==> src/hdl/efk_ram.sv <==
module efk_ram #(
	parameter int WIDTH = 8,
	parameter int DEPTH = 64
) (
	input  logic                     clk,
	input  logic                     we,
	input  logic [$clog2(DEPTH)-1:0] waddr,
	input  logic [WIDTH-1:0]         wdata,
	input  logic [$clog2(DEPTH)-1:0] raddr,
	output logic [WIDTH-1:0]         rdata
);

	logic [WIDTH-1:0] mem [DEPTH];

	always_ff @(posedge clk) begin
		if (we) begin
			mem[waddr] <= wdata;
		end
		rdata <= mem[raddr];
	end

endmodule

==> config.mk <==
export PLATFORM = sky130hd
export DESIGN_NAME = efk_ram
export DESIGN_NICKNAME = d
export VERILOG_FILES = /design/src/hdl/efk_ram.sv
export SDC_FILE = /design/constraint.sdc
export NUM_CORES = 1
export LEC_CHECK = 0
export BUFFER_PORTS_ARGS = -buffer_cell sky130_fd_sc_hd__buf_2
export CAP_MARGIN = 30
export CORE_UTILIZATION = 65
export DETAILED_ROUTE_END_ITERATION = 10
export PLACE_DENSITY_LB_ADDON = 0.2
export SYNTH_ARGS = -nofsm -noshare
export SYNTH_HDL_FRONTEND = slang
export SYNTH_SLANG_ARGS = --single-unit
==> constraint.sdc <==
create_clock -name clk -period 4.05 [get_ports clk]
set_input_delay 0.6075 -clock clk [delete_from_list [all_inputs] [get_ports clk]]
set_output_delay 0.6075 -clock clk [all_outputs]
set_load 0.05 [all_outputs]
==> results.py <==
metrics = {
    "global_route": {
        "grt_pass1_vias": 9725,
        "overflow": 0,
        "grt_max_degree": 65,
        "grt_usage_pct": 28.65,
        "grt_pass1_wl_mm": 63.22,
        "antenna_found_initial": 0,
    },
    "setup_path": {
        "r2r_slack_ns": 1.72,
        "worstSetupStartpointType": "input pin",
        "reg2reg_depth": 4,
        "rr_endpoint": "rdata[0]",
        "endpoint_kind": "flop",
        "required_ns": 4.45,
        "setup.worst_path.class": "input pin to flop",
        "cp.arrival_ns": 3.06,
        "cp_max_fo": 37,
        "r2r_start": "mem[47][0]",
    },
    "yosys": {
        "syn-cell-area_um2": 20170,
        "ys_ff_latch": 520,
        "synth_flop_cell": "edfxtp_1",
        "synth_cell_types": 40,
        "syn_inst": 940,
        "avgSynthCellArea_um2": 21.45,
        "ys_async_sr_fraction_pct": 0,
        "synth_warnings": 0,
        "synth_edf_count": 512,
        "ys_seq_area_share_pct": 77.03,
        "synth_nets": 962,
    },
    "pwr": {
        "p_per_area_nw_per_um2": 502.8,
        "p_sw_mw": 2.276,
        "clockPowerShare_pct": 42.1,
        "p_leak_nw": 7.072,
        "peakVddDrop_mv": 0.3674,
        "pwr-share-comb_pct": 5.1,
        "p_int_mw": 9.043,
        "p_sw_share_pct": 20.11,
        "seqPwrFrac_pct": 52.8,
    },
    "hold_path": {
        "hold_path_depth": 1,
        "hold_path.class": "input pin to flop",
        "worstHoldStart": "wdata[3]",
        "min_to": "mem[4][3]",
    },
    "floorplanning": {
        "core_um2": 30590,
        "num_rows": 64,
        "io_pins": 30,
        "die_w_um": 178.1,
        "start_util_pct": 65.93,
        "die_y_um": 178.1,
        "dieArea_um2": 31730,
    },
    "detailed_routing": {
        "detail_route.first_pass.iterations": 5,
        "via_per_inst": 6.814,
        "ant_nets": 0,
        "wirelength_mm": 43.35,
        "routedWlPerCell_um": 30.25,
        "drc": 0,
        "drt-initial-drc-count": 1147,
        "num_vias": 9764,
    },
    "finish": {
        "fillers": 1664,
        "drive_gt1_share_pct": 25.84,
        "syn2layout_area_growth_pct": 11.61,
        "nNetsFinal": 1018,
        "fin_util_pct": 73.58,
        "design_area_um2": 22510,
        "diodes": 0,
    },
    "sta": {
        "tightestPinTransition_ns": 1.063,
        "drv_slew": 0,
        "slew_headroom_pct": 28.90,
        "fin_crit_ns": 2.656,
        "fmax_mhz": 376.5,
        "fin_skew_ns": 0.01524,
        "final.setup.tns_ns": 0,
        "rsz0062_at_grt": "no",
        "final_hold_viol_count": 0,
        "setup_violations": 0,
        "layout_worst_path_cycle_share_pct": 65.58,
    },
    "placement": {
        "portBuffers": 29,
        "gp_congestion": 0.8004,
        "place_hpwl_mm": 26.26,
        "placed_area_um2": 20770,
    },
    "cts": {
        "cts_setup_buffers": 0,
        "clock_latency_ns": 0.56,
        "htree_levels": 2,
        "cts_tree": "yes",
        "ctsHoldBuffers": 0,
        "path_clk_slew_ns": 0.06,
        "root_buffer": "clkbuf_16",
        "clockBufferDepth": 3,
        "cts_inserted_buffers": 50,
        "cts_resized": 0,
        "clock-sinks": 520,
    },
    "outcome": {
        "outcome": "finished, final reports clean",
    },
    "run": {
        "max-cap-violations": 0,
    },
}
-- cell usage in the layout (no fill, tap or decap), types with 3 or more instances in the layout --
cell | synthesis | layout
clkinv_1 | 0 | 3
edfxtp_1 | 512 | 512
o2111ai_1 | 3 | 3
nand3_1 | 13 | 13
mux4_2 | 126 | 126
buf_12 | 2 | 7
o22ai_1 | 8 | 8
buf_4 | 13 | 19
clkbuf_16 | 0 | 53
a211oi_1 | 4 | 4
clkbuf_8 | 0 | 10
dfxtp_1 | 8 | 8
a22oi_1 | 3 | 3
a21oi_1 | 3 | 3
nor3_1 | 7 | 7
mux2i_1 | 23 | 23
o221ai_1 | 8 | 8
clkbuf_1 | 17 | 17
mux2_2 | 13 | 13
nand2b_1 | 7 | 7
o2bb2ai_1 | 3 | 3
nor2_1 | 83 | 83
nand3b_1 | 3 | 3
bufinv_16 | 0 | 5
buf_2 | 11 | 26
clkinv_2 | 0 | 6
a221oi_1 | 6 | 6
nor2b_1 | 14 | 14
nand2_1 | 19 | 19
-- kinds of logic after synthesis --
family | share of synthesized area (%)
flip-flops | 77.03
multiplexers | 15.94
AND/OR/NAND/NOR | 3.387
AO/OA/AOI/OAI | 2.072
buffers and inverters | 1.570
-- routing by layer --
| layer | up-vias | share of wire [%] | GRT usage [%] |
|---|---|---|---|
| met3 | 94 | 9.3 | 4.646 |
| li1 | 4045 | - | - |
| met1 | 5081 | 40 | 43.66 |
| met2 | 544 | 47 | 42.95 |
| met4 | 0 | 3.4 | 10.15 |
| met5 | - | 0 | 0 |
-- per-stage QoR --
step                      hold slack [ns]  power [mW]  worst slack (ns)  std cells
final                              0.4239       11.32             1.394       1433
after global routing               0.4160       11.59             1.218       1433
after CTS                          0.4146       11.35             1.368       1431
after detailed placement           0.8283       6.665            0.8295       1338
after global placement             0.7997       6.645            0.8490       1331
after floorplan                    0.7064       6.434             1.775        940
-- critical path: stages --
cell	delay, ns
buf_4	0.51
mux4_2	0.59
mux2_2	0.29
a221oi_1	0.87
o2bb2ai_1	0.18
-- power by group through the flow --
stage | Sequential [mW] | Clock [mW] | Combinational [mW]
2_1_floorplan | 6.12 | 0 | 0.317
3_3_place_gp | 6.09 | 0 | 0.550
3_5_place_dp | 6.09 | 0 | 0.572
6_report | 5.98 | 4.76 | 0.581
4_1_cts | 5.98 | 4.79 | 0.577
5_1_grt | 5.98 | 5.00 | 0.614
-- area by class of cell --
type                       count  area, µm²  area share [%]
tap                          396      495.5           2.201
clock buffer                  79       1514           6.726
multi-input combinational    369       4315           19.17
timing repair buffer          55      457.9           2.034
clock inverter                14      191.4          0.8505
sequential                   520      15530           69.02
-- sequential cells by signal, indices dropped and copies added (netlist names) --
| name | flops |
|---|---|
| mem | 512 |
| rdata | 8 |
-- cell usage after synthesis (all sizes together), types with 4 or more instances --
| library cell | n | area (µm²) |
|---|---|---|
| mux2i | 23 | 230.2 |
| mux4 | 126 | 2838 |
| mux2 | 13 | 146.4 |
| edfxtp | 512 | 15370 |
| a221oi | 6 | 52.55 |
| nor2b | 14 | 87.58 |
| a211oi | 4 | 30.03 |
| nand3 | 13 | 65.06 |
| o21ai | 4 | 20.02 |
| nor3 | 7 | 35.03 |
| nand2 | 19 | 71.32 |
| buf | 34 | 252.7 |
| o22ai | 8 | 50.05 |
| clkbuf | 17 | 63.81 |
| nor2 | 83 | 311.6 |
| dfxtp | 8 | 160.2 |
| o221ai | 8 | 70.07 |
| nand2b | 7 | 43.79 |
-- worst max-delay path by stage --
stage / slack, ns / from / cells past startpoint / to
after floorplan: 1.77 / raddr[1] / 7 / rdata[3]
after global placement: 0.85 / raddr[1] / 5 / rdata[0]
after detailed placement: 0.83 / raddr[1] / 5 / rdata[0]
after CTS: 1.37 / raddr[1] / 5 / rdata[0]
after global routing: 1.22 / raddr[1] / 5 / rdata[0]
final: 1.39 / raddr[1] / 5 / rdata[0]
Note: power is estimated with default switching activity, not from simulation.
